===== src/hdl/elg_pkg.sv =====
// ----------------------------------------------------------------------------
// ElGamal block cipher package
// Shared command and status types for the controller and the datapath,
// together with the register map and the register reset values.
// ----------------------------------------------------------------------------
package elg_pkg;

   // Register map of the configuration port.
   localparam int CSR_INDEX_WIDTH = 2;
   localparam logic [CSR_INDEX_WIDTH-1:0] CSR_PRIME   = 2'd0;
   localparam logic [CSR_INDEX_WIDTH-1:0] CSR_GEN     = 2'd1;
   localparam logic [CSR_INDEX_WIDTH-1:0] CSR_PUBLIC  = 2'd2;
   localparam logic [CSR_INDEX_WIDTH-1:0] CSR_PRIVATE = 2'd3;

   // Register values after reset.
   localparam int PRIME_RESET   = 11;
   localparam int GEN_RESET     = 2;
   localparam int PUBLIC_RESET  = 9;
   localparam int PRIVATE_RESET = 6;

   // Multiplicand sources of the modular multiplier (scanned bit by bit).
   typedef enum logic [2:0] {
      A_ACC,
      A_SQ,
      A_BLK,
      A_FACTOR,
      A_PRIV,
      A_ALPHA,
      A_PUBLIC,
      A_NONCE
   } mm_a_src_type;

   // Multiplier sources; the chosen value must not exceed the modulus.
   typedef enum logic [1:0] {
      B_ONE,
      B_SQ,
      B_FACTOR,
      B_ACC
   } mm_b_src_type;

   // Modulus of the operation: the prime, or the prime less one.
   typedef enum logic {
      M_P,
      M_PM1
   } mm_mod_type;

   // Where the product is written when the multiplier finishes.
   typedef enum logic [1:0] {
      D_ACC,
      D_SQ,
      D_EXP
   } mm_dst_type;

   // Commands from the controller to the datapath.
   typedef struct packed {
      logic         load_item;
      logic         mm_start;
      mm_a_src_type a_src;
      mm_b_src_type b_src;
      mm_mod_type   mod_sel;
      mm_dst_type   dst;
      logic         acc_one;
      logic         exp_load;
      logic         exp_shift;
      logic         copy_share;
      logic         copy_factor;
      logic         clr_factor;
      logic         clr_share;
      logic         out_load;
      logic         out_zero;
   } elg_cmd_type;

   // Status from the datapath to the controller.
   typedef struct packed {
      logic decrypt;
      logic first;
      logic p_small;
      logic factor_lt_p;
      logic exp_bit;
      logic exp_zero;
      logic exp_rest_zero;
      logic mm_busy;
      logic mm_done;
      logic slot_free;
   } elg_status_type;

endpackage


===== src/hdl/elg_datapath.sv =====
// ----------------------------------------------------------------------------
// ElGamal block cipher datapath
// Configuration registers, item registers, the stored factor and share, the
// exponentiation registers, a bit-serial modular multiplier and the output
// register.
// ----------------------------------------------------------------------------
module elg_datapath
   import elg_pkg::*;
#(
   parameter int WIDTH = 16
) (
   input  logic                       clock,
   input  logic                       reset,
   input  logic                       csr_wr_en,
   input  logic [CSR_INDEX_WIDTH-1:0] csr_index,
   input  logic [WIDTH-1:0]           csr_wdata,
   input  logic                       req_op,
   input  logic                       req_first_block,
   input  logic [WIDTH-1:0]           req_nonce_or_share,
   input  logic [WIDTH-1:0]           req_block_in,
   input  logic                       rsp_ready,
   output logic                       rsp_valid,
   output logic [WIDTH-1:0]           rsp_block_out,
   output logic [WIDTH-1:0]           rsp_share_out,
   input  elg_cmd_type                cmd,
   output elg_status_type             status
);

   localparam int CW = $clog2(WIDTH + 1);

   logic [WIDTH-1:0] p_ff, alpha_ff, public_ff, priv_ff;
   logic             op_ff, first_ff;
   logic [WIDTH-1:0] nonce_ff, blk_ff;
   logic [WIDTH-1:0] factor_ff, share_ff;
   logic [WIDTH-1:0] acc_ff, sq_ff, exp_ff;
   logic [WIDTH-1:0] mm_a_ff, mm_b_ff, mm_m_ff, mm_r_ff;
   mm_dst_type       mm_dst_ff;
   logic             mm_busy_ff;
   logic [CW-1:0]    mm_cnt_ff;
   logic             rsp_valid_ff;
   logic [WIDTH-1:0] rsp_block_ff, rsp_share_ff;

   logic [WIDTH-1:0] pm1;
   logic [WIDTH-1:0] a_sel, b_sel, m_sel;
   logic [WIDTH:0]   dbl, dbl_red, sum, sum_red, m_ext;
   logic [WIDTH-1:0] mm_res;
   logic             mm_done;
   logic             slot_free;

   assign pm1 = p_ff - WIDTH'(1);

   // Configuration registers.
   always_ff @(posedge clock) begin
      if (reset) begin
         p_ff      <= WIDTH'(PRIME_RESET);
         alpha_ff  <= WIDTH'(GEN_RESET);
         public_ff <= WIDTH'(PUBLIC_RESET);
         priv_ff   <= WIDTH'(PRIVATE_RESET);
      end else if (csr_wr_en) begin
         unique case (csr_index)
            CSR_PRIME:   p_ff      <= csr_wdata;
            CSR_GEN:     alpha_ff  <= csr_wdata;
            CSR_PUBLIC:  public_ff <= csr_wdata;
            CSR_PRIVATE: priv_ff   <= csr_wdata;
         endcase
      end
   end

   // Item registers, taken when the controller accepts an item.
   always_ff @(posedge clock) begin
      if (cmd.load_item) begin
         op_ff    <= req_op;
         first_ff <= req_first_block;
         nonce_ff <= req_nonce_or_share;
         blk_ff   <= req_block_in;
      end
   end

   // Operand selection for a new multiplication.
   always_comb begin
      unique case (cmd.a_src)
         A_ACC:    a_sel = acc_ff;
         A_SQ:     a_sel = sq_ff;
         A_BLK:    a_sel = blk_ff;
         A_FACTOR: a_sel = factor_ff;
         A_PRIV:   a_sel = priv_ff;
         A_ALPHA:  a_sel = alpha_ff;
         A_PUBLIC: a_sel = public_ff;
         A_NONCE:  a_sel = nonce_ff;
      endcase
      unique case (cmd.b_src)
         B_ONE:    b_sel = WIDTH'(1);
         B_SQ:     b_sel = sq_ff;
         B_FACTOR: b_sel = factor_ff;
         B_ACC:    b_sel = acc_ff;
      endcase
      unique case (cmd.mod_sel)
         M_P:   m_sel = p_ff;
         M_PM1: m_sel = pm1;
      endcase
   end

   // One step of interleaved modular multiplication, multiplicand MSB first:
   // the remainder is doubled and reduced, then the multiplier is added when
   // the current bit is set and the sum is reduced again.
   always_comb begin
      m_ext   = {1'b0, mm_m_ff};
      dbl     = {mm_r_ff, 1'b0};
      dbl_red = (dbl >= m_ext) ? dbl - m_ext : dbl;
      sum     = dbl_red + (mm_a_ff[WIDTH-1] ? {1'b0, mm_b_ff} : '0);
      sum_red = (sum >= m_ext) ? sum - m_ext : sum;
      mm_res  = sum_red[WIDTH-1:0];
   end

   assign mm_done = mm_busy_ff && (mm_cnt_ff == CW'(1));

   // Multiplier control.
   always_ff @(posedge clock) begin
      if (reset) begin
         mm_busy_ff <= 1'b0;
      end else if (cmd.mm_start) begin
         mm_busy_ff <= 1'b1;
      end else if (mm_done) begin
         mm_busy_ff <= 1'b0;
      end
   end

   // Multiplier operands and running remainder.
   always_ff @(posedge clock) begin
      if (cmd.mm_start) begin
         mm_a_ff   <= a_sel;
         mm_b_ff   <= b_sel;
         mm_m_ff   <= m_sel;
         mm_r_ff   <= '0;
         mm_dst_ff <= cmd.dst;
         mm_cnt_ff <= CW'(WIDTH);
      end else if (mm_busy_ff) begin
         mm_a_ff   <= {mm_a_ff[WIDTH-2:0], 1'b0};
         mm_r_ff   <= mm_res;
         mm_cnt_ff <= mm_cnt_ff - CW'(1);
      end
   end

   // Accumulator and square of the exponentiation; the accumulator also
   // holds the product of the block.
   always_ff @(posedge clock) begin
      if (cmd.acc_one) begin
         acc_ff <= WIDTH'(1);
      end else if (mm_done && (mm_dst_ff == D_ACC)) begin
         acc_ff <= mm_res;
      end
      if (mm_done && (mm_dst_ff == D_SQ)) begin
         sq_ff <= mm_res;
      end
   end

   // Exponent register, consumed from its least significant bit.
   always_ff @(posedge clock) begin
      priority if (mm_done && (mm_dst_ff == D_EXP)) begin
         exp_ff <= pm1 - mm_res;
      end else if (cmd.exp_load) begin
         exp_ff <= nonce_ff;
      end else if (cmd.exp_shift) begin
         exp_ff <= {1'b0, exp_ff[WIDTH-1:1]};
      end
   end

   // Stored factor and share of the current message.
   always_ff @(posedge clock) begin
      if (reset) begin
         factor_ff <= '0;
         share_ff  <= '0;
      end else begin
         if (cmd.clr_factor) begin
            factor_ff <= '0;
         end else if (cmd.copy_factor) begin
            factor_ff <= acc_ff;
         end
         if (cmd.clr_share) begin
            share_ff <= '0;
         end else if (cmd.copy_share) begin
            share_ff <= acc_ff;
         end
      end
   end

   // Output register; it frees as soon as the waiting item is taken.
   assign slot_free = !rsp_valid_ff || rsp_ready;

   always_ff @(posedge clock) begin
      if (reset) begin
         rsp_valid_ff <= 1'b0;
      end else if (cmd.out_load) begin
         rsp_valid_ff <= 1'b1;
      end else if (rsp_ready) begin
         rsp_valid_ff <= 1'b0;
      end
   end

   always_ff @(posedge clock) begin
      if (cmd.out_load) begin
         rsp_block_ff <= cmd.out_zero ? '0 : acc_ff;
         rsp_share_ff <= (cmd.out_zero || op_ff) ? '0 : share_ff;
      end
   end

   assign rsp_valid     = rsp_valid_ff;
   assign rsp_block_out = rsp_block_ff;
   assign rsp_share_out = rsp_share_ff;

   // Status towards the controller.
   always_comb begin
      status.decrypt       = op_ff;
      status.first         = first_ff;
      status.p_small       = (p_ff[WIDTH-1:1] == '0);
      status.factor_lt_p   = (factor_ff < p_ff);
      status.exp_bit       = exp_ff[0];
      status.exp_zero      = (exp_ff == '0);
      status.exp_rest_zero = (exp_ff[WIDTH-1:1] == '0);
      status.mm_busy       = mm_busy_ff;
      status.mm_done       = mm_done;
      status.slot_free     = slot_free;
   end

endmodule


===== src/hdl/elg_ctrl.sv =====
// ----------------------------------------------------------------------------
// ElGamal block cipher controller
// Sequences the exponentiations of a first block and the block product,
// issuing one multiplier operation at a time to the datapath.
// ----------------------------------------------------------------------------
module elg_ctrl
   import elg_pkg::*;
(
   input  logic           clock,
   input  logic           reset,
   input  logic           req_valid,
   output logic           req_ready,
   input  elg_status_type status,
   output elg_cmd_type    cmd
);

   typedef enum logic [3:0] {
      S_IDLE,
      S_DISPATCH,
      S_WAIT,
      S_POW_BASE,
      S_POW_STEP,
      S_POW_SQR,
      S_POW_NEXT,
      S_POW_DONE,
      S_BLOCK,
      S_BLOCK_RED,
      S_FINISH
   } state_type;

   state_type state_ff, state_in;
   state_type ret_ff, ret_in;
   logic      mask_pass_ff, mask_pass_in;

   // State, return point after a multiplication and exponentiation pass.
   always_ff @(posedge clock) begin
      if (reset) begin
         state_ff     <= S_IDLE;
         ret_ff       <= S_IDLE;
         mask_pass_ff <= 1'b0;
      end else begin
         state_ff     <= state_in;
         ret_ff       <= ret_in;
         mask_pass_ff <= mask_pass_in;
      end
   end

   // Next state and commands.
   always_comb begin
      state_in     = state_ff;
      ret_in       = ret_ff;
      mask_pass_in = mask_pass_ff;
      req_ready    = 1'b0;
      cmd          = '0;
      unique case (state_ff)
         S_IDLE: begin
            req_ready = 1'b1;
            if (req_valid) begin
               cmd.load_item = 1'b1;
               state_in      = S_DISPATCH;
            end
         end
         S_DISPATCH: begin
            priority if (status.p_small) begin
               // No field: the result is zero and a first block clears state.
               cmd.clr_factor = status.first;
               cmd.clr_share  = status.first && !status.decrypt;
               state_in       = S_FINISH;
            end else if (!status.first) begin
               state_in = S_BLOCK;
            end else if (status.decrypt) begin
               // Exponent is (p-1) - (a mod (p-1)).
               cmd.mm_start = 1'b1;
               cmd.a_src    = A_PRIV;
               cmd.b_src    = B_ONE;
               cmd.mod_sel  = M_PM1;
               cmd.dst      = D_EXP;
               mask_pass_in = 1'b1;
               ret_in       = S_POW_BASE;
               state_in     = S_WAIT;
            end else begin
               cmd.exp_load = 1'b1;
               mask_pass_in = 1'b0;
               state_in     = S_POW_BASE;
            end
         end
         S_WAIT: begin
            if (status.mm_done) begin
               state_in = ret_ff;
            end
         end
         S_POW_BASE: begin
            // Reduce the base into the square register and set acc to one.
            cmd.mm_start = 1'b1;
            priority if (status.decrypt) begin
               cmd.a_src = A_NONCE;
            end else if (mask_pass_ff) begin
               cmd.a_src = A_PUBLIC;
            end else begin
               cmd.a_src = A_ALPHA;
            end
            cmd.b_src   = B_ONE;
            cmd.mod_sel = M_P;
            cmd.dst     = D_SQ;
            cmd.acc_one = 1'b1;
            ret_in      = S_POW_STEP;
            state_in    = S_WAIT;
         end
         S_POW_STEP: begin
            priority if (status.exp_zero) begin
               state_in = S_POW_DONE;
            end else if (status.exp_bit) begin
               cmd.mm_start = 1'b1;
               cmd.a_src    = A_ACC;
               cmd.b_src    = B_SQ;
               cmd.mod_sel  = M_P;
               cmd.dst      = D_ACC;
               ret_in       = S_POW_SQR;
               state_in     = S_WAIT;
            end else begin
               state_in = S_POW_SQR;
            end
         end
         S_POW_SQR: begin
            // The square is skipped once no exponent bits remain.
            if (status.exp_rest_zero) begin
               state_in = S_POW_DONE;
            end else begin
               cmd.mm_start = 1'b1;
               cmd.a_src    = A_SQ;
               cmd.b_src    = B_SQ;
               cmd.mod_sel  = M_P;
               cmd.dst      = D_SQ;
               ret_in       = S_POW_NEXT;
               state_in     = S_WAIT;
            end
         end
         S_POW_NEXT: begin
            cmd.exp_shift = 1'b1;
            state_in      = S_POW_STEP;
         end
         S_POW_DONE: begin
            if (!status.decrypt && !mask_pass_ff) begin
               // Share done; the mask follows with the same nonce.
               cmd.copy_share = 1'b1;
               cmd.exp_load   = 1'b1;
               mask_pass_in   = 1'b1;
               state_in       = S_POW_BASE;
            end else begin
               cmd.copy_factor = 1'b1;
               state_in        = S_BLOCK;
            end
         end
         S_BLOCK: begin
            cmd.mm_start = 1'b1;
            cmd.mod_sel  = M_P;
            cmd.dst      = D_ACC;
            if (status.factor_lt_p) begin
               cmd.a_src = A_BLK;
               cmd.b_src = B_FACTOR;
               ret_in    = S_FINISH;
            end else begin
               // The prime changed since the factor was made: reduce it first.
               cmd.a_src = A_FACTOR;
               cmd.b_src = B_ONE;
               ret_in    = S_BLOCK_RED;
            end
            state_in = S_WAIT;
         end
         S_BLOCK_RED: begin
            cmd.mm_start = 1'b1;
            cmd.a_src    = A_BLK;
            cmd.b_src    = B_ACC;
            cmd.mod_sel  = M_P;
            cmd.dst      = D_ACC;
            ret_in       = S_FINISH;
            state_in     = S_WAIT;
         end
         S_FINISH: begin
            if (status.slot_free) begin
               cmd.out_load = 1'b1;
               cmd.out_zero = status.p_small;
               state_in     = S_IDLE;
            end
         end
         default: begin
            state_in = S_IDLE;
         end
      endcase
   end

endmodule


===== src/hdl/elgamal_block_cipher_core.sv =====
// ----------------------------------------------------------------------------
// ElGamal block cipher core
// Top level: controller and datapath of the block-wise ElGamal cipher.
// ----------------------------------------------------------------------------
// One item is worked on at a time, and the next is accepted while a finished
// result still waits in the output register. All modular arithmetic runs on
// one bit-serial multiplier. A block that is not the first of a message needs
// one product, or two when the stored factor is not below the prime, as after
// a change of the prime. A first block adds its exponentiations. Each one
// starts with the reduction of the base. Every exponent bit up to the highest
// set one adds a multiply when it is set. Every bit below the highest set one
// adds a square and the shift. Encryption runs two of them. Decryption runs
// one, after the private exponent is reduced.
module elgamal_block_cipher_core
   import elg_pkg::*;
#(
   parameter int WIDTH = 16
) (
   input  logic                       clock,
   input  logic                       reset,
   input  logic                       csr_wr_en,
   input  logic [CSR_INDEX_WIDTH-1:0] csr_index,
   input  logic [WIDTH-1:0]           csr_wdata,
   input  logic                       req_valid,
   output logic                       req_ready,
   input  logic                       req_op,
   input  logic                       req_first_block,
   input  logic [WIDTH-1:0]           req_nonce_or_share,
   input  logic [WIDTH-1:0]           req_block_in,
   output logic                       rsp_valid,
   input  logic                       rsp_ready,
   output logic [WIDTH-1:0]           rsp_block_out,
   output logic [WIDTH-1:0]           rsp_share_out
);

   elg_cmd_type    cmd;
   elg_status_type status;

   // Sequencer.
   elg_ctrl u_ctrl (
      .clock     (clock),
      .reset     (reset),
      .req_valid (req_valid),
      .req_ready (req_ready),
      .status    (status),
      .cmd       (cmd)
   );

   // Registers and arithmetic.
   elg_datapath #(
      .WIDTH (WIDTH)
   ) u_datapath (
      .clock              (clock),
      .reset              (reset),
      .csr_wr_en          (csr_wr_en),
      .csr_index          (csr_index),
      .csr_wdata          (csr_wdata),
      .req_op             (req_op),
      .req_first_block    (req_first_block),
      .req_nonce_or_share (req_nonce_or_share),
      .req_block_in       (req_block_in),
      .rsp_ready          (rsp_ready),
      .rsp_valid          (rsp_valid),
      .rsp_block_out      (rsp_block_out),
      .rsp_share_out      (rsp_share_out),
      .cmd                (cmd),
      .status             (status)
   );

`ifndef ASSERT_OFF
   // A new multiplication never starts over one that is still running.
   assert property (@(posedge clock) disable iff (reset)
      cmd.mm_start |-> !status.mm_busy)
      else $error("multiplier started while busy");

   // A result is only loaded when the output register is free.
   assert property (@(posedge clock) disable iff (reset)
      cmd.out_load |-> status.slot_free)
      else $error("result loaded over a waiting item");

   // An accepted item holds off intake until its result is loaded.
   assert property (@(posedge clock) disable iff (reset)
      (req_valid && req_ready) |=> !req_ready)
      else $error("item accepted while another is in work");

   // A loaded result is offered in the next cycle.
   assert property (@(posedge clock) disable iff (reset)
      cmd.out_load |=> rsp_valid)
      else $error("loaded result not offered");
`endif

endmodule


===== config.mk =====
export PLATFORM = sky130hd
export DESIGN_NAME = elgamal_block_cipher_core
export DESIGN_NICKNAME = d
export VERILOG_FILES = /design/src/hdl/elg_pkg.sv /design/src/hdl/elg_datapath.sv /design/src/hdl/elg_ctrl.sv /design/src/hdl/elgamal_block_cipher_core.sv
export SDC_FILE = /design/constraint.sdc
export NUM_CORES = 1
export LEC_CHECK = 0
export ABC_AREA = 1
export BUFFER_PORTS_ARGS = -buffer_cell sky130_fd_sc_hd__buf_4
export CORE_MARGIN = 3
export CORE_UTILIZATION = 25
export CTS_CLUSTER_SIZE = 28
export DETAILED_ROUTE_END_ITERATION = 12
export PLACE_DENSITY_LB_ADDON = 0.3
export SLEW_MARGIN = 25
export SYNTH_ARGS = -nofsm -noshare
export SYNTH_HDL_FRONTEND = slang
export SYNTH_SLANG_ARGS = --single-unit

===== constraint.sdc =====
create_clock -name clock -period 13.16 [get_ports clock]
set_clock_uncertainty 0.05 [all_clocks]
set_input_delay 1.974 -clock clock [delete_from_list [all_inputs] [get_ports clock]]
set_output_delay 1.974 -clock clock [all_outputs]
set_load 0.03 [all_outputs]

Yosys cells after proc, flatten, opt, wreduce, memory -nomap -nowiden
Cells that the tools add are included.
Widths: inputs -> output; s select.
- bitwise operators: 1
- add/subtract/negate cells: 6
- equal/unequal tests: 36
- order comparisons: 3
- multiplexer cells: 65
- reductions and logical operators: 35
- operators by type and width (cell ; count):
    $pmux 16 s8 ; 1
    $mux 16 ; 7
    $pmux 16 s4 ; 1
    $mux 9 ; 6
    $pmux 9 s6 ; 1
    $mux 4 ; 13
    $pmux 4 s9 ; 1
    $ge 17x16->1 ; 2
    $pmux 16 s2 ; 1
    $sub 16x16->16 ; 2
    $logic_not 15->1 ; 2
    $pmux 4 s6 ; 1
    $mux 1 ; 19
    $add 17x16->17 ; 1
    $mux 17 ; 1
    $sub 17x16->17 ; 1
    $eq 4x3->1 const B ; 4
    $logic_not 16->1 ; 1
    $lt 16x16->1 ; 1
    $mux 2 ; 8
    $sub 16x1->16 const B ; 1
    $eq 3x3->1 const B ; 4
    $eq 4x4->1 const B ; 3
    $ne 2x1->1 const B ; 6
    other kinds (27) ; 58
- input port bits: 57
- flip-flop bits (word level): 292
- output and inout bits: 34

Depth between registers and ports, before layout
- depth in word-level cells: 7
- mapped depth: 51
- mapped depth without buffers: 49

Modules after synthesis
Synthesis repeated with hierarchy kept, for this count alone.
- cell total of the unflattened synthesis: 1978
- area total of the unflattened synthesis: 16055.4 sq um
- by module, submodules not included (module ; area each (sq um) ; cells each ; instances):
    elg_datapath ; 15212.1 ; 1818 ; 1
    elg_ctrl ; 843.3 ; 160 ; 1

Least setup slack after synthesis
OpenSTA, ideal clock, no wires.
- path kind: register -> register
- start: reg u_datapath.mm_m_ff[1]
- end: reg u_datapath.exp_ff[14], data pin
- data arrival time: 6.312 ns
- clock period less this slack: 6.625 ns
- slack: 6.535 ns
- stages on the path, launching flop included: 50
- required time: 12.847 ns
- cell sequence: edfxtp_1 inv_1 ha_1 ha_1 inv_1 nor2_1 nand2_1 o21ai_1 nor2_1 nand2_2 inv_1 clkbuf_1 nor2_1 ha_1 fa_1 nand3_1 nand3_1 nand2_1 (+14 left out) buf_2 nand2_1 o21ai_0 inv_1 ha_1 inv_1 fa_1 nand2_1 nand2_1 nand2_1 nand2_1 nand3_1 nand3_1 nand2_1 nand2_1 a21o_1 o21ai_0 o21ai_0
- word-level cells in the longest chain between the ends: 7
- elaborated cells on any way between the ends: 9
- RTL lines (item ; RTL line ; source):
    from (decl) ; elg_datapath.sv:36 ; logic [WIDTH-1:0] mm_a_ff, mm_b_ff, mm_m_ff, mm_r_ff;
    from (signal assigned) ; elg_datapath.sv:133 ; mm_m_ff <= m_sel;
    $sub 17x16->17 / $ge 17x16->1 (equally long branches) ; elg_datapath.sv:109 ; dbl_red = (dbl >= m_ext) ? dbl - m_ext : dbl;
    $mux 17 ; elg_datapath.sv:109 ;
    $add 17x16->17 ; elg_datapath.sv:110 ; sum = dbl_red + (mm_a_ff[WIDTH-1] ? {1'b0, mm_b_ff} : '0);
    $ge 17x16->1 / $sub 16x16->16 (equally long branches) ; elg_datapath.sv:111 ; sum_red = (sum >= m_ext) ? sum - m_ext : sum;
    $mux 16 * ; elg_datapath.sv:111 ;
    via u_datapath.sum_red[0] ; elg_datapath.sv:45 ; logic [WIDTH:0] dbl, dbl_red, sum, sum_red, m_ext;
    $sub 16x16->16 * ; elg_datapath.sv:160 ; exp_ff <= pm1 - mm_res;
    $mux 16 * ; elg_datapath.sv:159 ; priority if (mm_done && (mm_dst_ff == D_EXP)) begin
    to (signal assigned) ; elg_datapath.sv:160 ;
    to (signal assigned) ; elg_datapath.sv:162 ; exp_ff <= nonce_ff;
    to (signal assigned) ; elg_datapath.sv:164 ; exp_ff <= {1'b0, exp_ff[WIDTH-1:1]};
    to (decl) ; elg_datapath.sv:35 ; logic [WIDTH-1:0] acc_ff, sq_ff, exp_ff;
The timed path passes the listed nets; every way through them passes the cells marked *.
A chain may end at the register's enable or synchronous reset.

Worst setup path in the final report
- start: reg u_datapath.mm_m_ff[1]
- end: reg u_datapath.exp_ff[13], data pin
- word-level cells in the longest chain between the ends: 7
- elaborated cells on any way between the ends: 9
- RTL lines (item ; RTL line):
    $sub 17x16->17 / $ge 17x16->1 (equally long branches) ; elg_datapath.sv:109
    $mux 17 ; elg_datapath.sv:109
    $add 17x16->17 ; elg_datapath.sv:110
    $sub 16x16->16 / $ge 17x16->1 (equally long branches) ; elg_datapath.sv:111
    $mux 16 * ; elg_datapath.sv:111
    via u_datapath.sum_red[6] ; elg_datapath.sv:45
    $sub 16x16->16 * ; elg_datapath.sv:160
    $mux 16 * ; elg_datapath.sv:159
Marks and branches as above.

==> results.py <==
metrics = {
    "layout": {
        "final_common_cell": "nand2_1",
        "antennaDiodeCount": 0,
        "fin_area_sq_mm": 0.01920,
        "syn2layout_area_growth_pct": 16.82,
        "n_fill_cell": 7080,
        "fin_nets": 2333,
        "multi_input_area_sq_mm": 0.007644,
        "final-seq-area_sq_mm": 0.007327,
        "drive_gt1_frac": 0.09468,
        "mostFrequentLayoutCells": "nand2_1 (474), inv_1 (304), nor2_1 (191)",
        "fin_util": 0.2968,
    },
    "clock_tree": {
        "clk_latency_ps": 560,
        "cts-htree-levels": 2,
        "cts_buffers": 35,
        "clock_sinks": 292,
        "clockBufferDepth": 3,
        "cts_tree": "done",
        "root_buffer": "clkbuf_16",
        "clk_pin_slew_ps": 60,
        "cts_resized": 0,
        "post_cts_buffers": 0,
        "postCtsHoldBufs": 0,
    },
    "critical_path": {
        "crit_path_end_kind": "register",
        "crit_fanout": 21,
        "startpoint_type": "register",
        "critPathRequiredTime_ps": 13410,
        "critical_path.max_stage_delay_ps": 500,
        "critPathKind": "register to register",
        "cpMostUsedCell": "nand2_1",
        "timing.critical_path.buf_inv": 6,
        "cp_slowest_cell": "inv_2",
        "arrival_ps": 8600,
        "critPathTopFamily": "simple AND/OR/NAND/NOR gates",
    },
    "sta": {
        "finalHoldViolCount": 0,
        "post-route-period-util": 0.6347,
        "slew_violations": 0,
        "slew_headroom": 0.3660,
        "setup_violations": 0,
        "tns_ps": 0,
        "tightest_slew_ps": 949.9,
        "min_period_ps": 8353,
        "clock.fmax_mhz": 119.7,
        "rsz0062_at_grt": "false",
    },
    "floorplan": {
        "die_x_um": 262.4,
        "rows": 93,
        "start_util": 0.2540,
        "die_h_um": 262.4,
        "top_level_ports": 91,
        "core_sq_mm": 0.06470,
        "die_area_sq_mm": 0.06886,
    },
    "route": {
        "first_pass_iters": 6,
        "wl_per_cell_um": 19.00,
        "drc": 0,
        "antenna_left": 0,
        "via_per_inst": 4.745,
        "drt_wl_total_um": 58380,
        "drt-initial-drc-count": 1357,
        "vias": 14580,
    },
    "global_route": {
        "grt_first_pass_wirelength_um": 86570,
        "grt_util_all_layers": 0.1641,
        "grt_max_degree": 67,
        "antenna_found_initial": 1,
        "grt_pass1_vias": 14010,
        "grt_overflow": 0,
    },
    "place": {
        "placed_cell_area_sq_mm": 0.01801,
        "dp_hpwl_um": 45040,
        "port_buffers": 90,
        "gp_congestion": 0.9199,
    },
    "synthesis": {
        "synth_area_sq_mm": 0.01644,
        "synth_edf_count": 148,
        "synth_nets": 2262,
        "ys.flop_type": "edfxtp_1",
        "yosys.area.top_type": "edfxtp_1",
        "synth_area_leaders": "edfxtp_1 (27%), dfxtp_1 (18%), nand2_1 (11%), inv_1 (6.9%), ha_1 (6.2%)",
        "avgSynthCellArea_sq_um": 7.753,
        "netlist_instances": 2120,
        "netlist-cell-type-count": 53,
        "synth_top_area_frac": 0.2704,
        "synthArstFlopShare": 0,
        "yosysWarnings": 0,
        "synth-seq-cells": 292,
        "yosysSeqAreaShare": 0.4458,
    },
    "job": {
        "drv_cap": 0,
    },
    "min_path": {
        "hold_path.class": "register to register",
    },
    "outcome": {
        "status": "complete, no violations",
    },
}
[worst paths after layout]
kind | startpoint | end | slack, ps | depth (start not counted)
setup / recovery | u_datapath.mm_m_ff[1] | u_datapath.exp_ff[13] | 4810 | 44
hold / removal | u_datapath.priv_ff[5] | u_datapath.priv_ff[5] | 400 | 2
setup reg to reg | u_datapath.mm_m_ff[1] | u_datapath.exp_ff[13] | 4810 | 44
hold reg to reg | u_datapath.priv_ff[5] | u_datapath.priv_ff[5] | 400 | 2
[routing by layer]
metal / up-vias / track usage / share of wire
li1: 7153 / - / -
met4: 2 / 0.06818 / 0.043
met5: - / 0 / 0.00012
met3: 99 / 0.03108 / 0.069
met2: 489 / 0.2653 / 0.46
met1: 6839 / 0.2148 / 0.43
[state kept, by name (all words and copies together) (netlist names), 2 cells and up]
name / flops
u_datapath.alpha_ff: 16
u_datapath.rsp_share_out: 16
u_datapath.mm_a_ff: 16
u_ctrl.state_ff: 4
u_ctrl.ret_ff: 4
u_datapath.mm_dst_ff: 2
u_datapath.share_ff: 16
u_datapath.acc_ff: 16
u_datapath.sq_ff: 16
u_datapath.p_ff: 16
u_datapath.mm_m_ff: 16
u_datapath.priv_ff: 16
u_datapath.mm_r_ff: 16
u_datapath.nonce_ff: 16
u_datapath.exp_ff: 16
u_datapath.mm_b_ff: 16
u_datapath.factor_ff: 16
u_datapath.public_ff: 16
u_datapath.rsp_block_out: 16
u_datapath.blk_ff: 16
u_datapath.mm_cnt_ff: 5
[layout make-up]
| type | count | share of cell area |
|---|---|---|
| well taps | 855 | 0.05572 |
| clock buffers | 51 | 0.05350 |
| multi-input cells | 1439 | 0.3981 |
| flip-flops and latches | 292 | 0.3816 |
| inverters | 321 | 0.06276 |
| repair buffers | 102 | 0.03988 |
| clock inverters | 13 | 0.008407 |
[cells in the mapped netlist, types with 5 or more instances]
cell	number
xnor2_1	13
clkbuf_1	49
edfxtp_1	148
nor2_1	193
nand3_1	104
a21o_1	6
or2_2	9
inv_2	13
o211ai_1	13
nor3_1	20
o21ai_0	165
nand2_1	474
xor2_1	44
buf_2	15
a22oi_1	7
o22ai_2	5
a31oi_1	11
o21bai_1	5
nand4_1	42
ha_1	81
o22ai_1	5
a21oi_1	181
o21ai_1	9
inv_1	304
o21ai_2	5
nor4_1	5
dfxtp_1	144
[kinds of logic after synthesis]
group	synth area share
flops	0.4458
buf+inv	0.09089
compound gates	0.1459
simple gates	0.2205
xor+xnor	0.03037
fa+ha+maj	0.06653
[stage by stage]
step,cells,worst slack [ps],hold WS (ps)
detailed placement,3009,4872,392.2
floorplan,2120,6535,374.5
global placement,3009,4986,386.2
finish,3073,4807,398.6
CTS,3073,4849,400.8
global route,3073,3929,421.2
[worst min-delay path: stages (launching register included)]
cell and delay, ps:
dfxtp_1 300, inv_1 50, a21oi_1 50
Power is not shown: default switching activity piles up to over one toggle a cycle in this logic, so the estimate is an artifact.
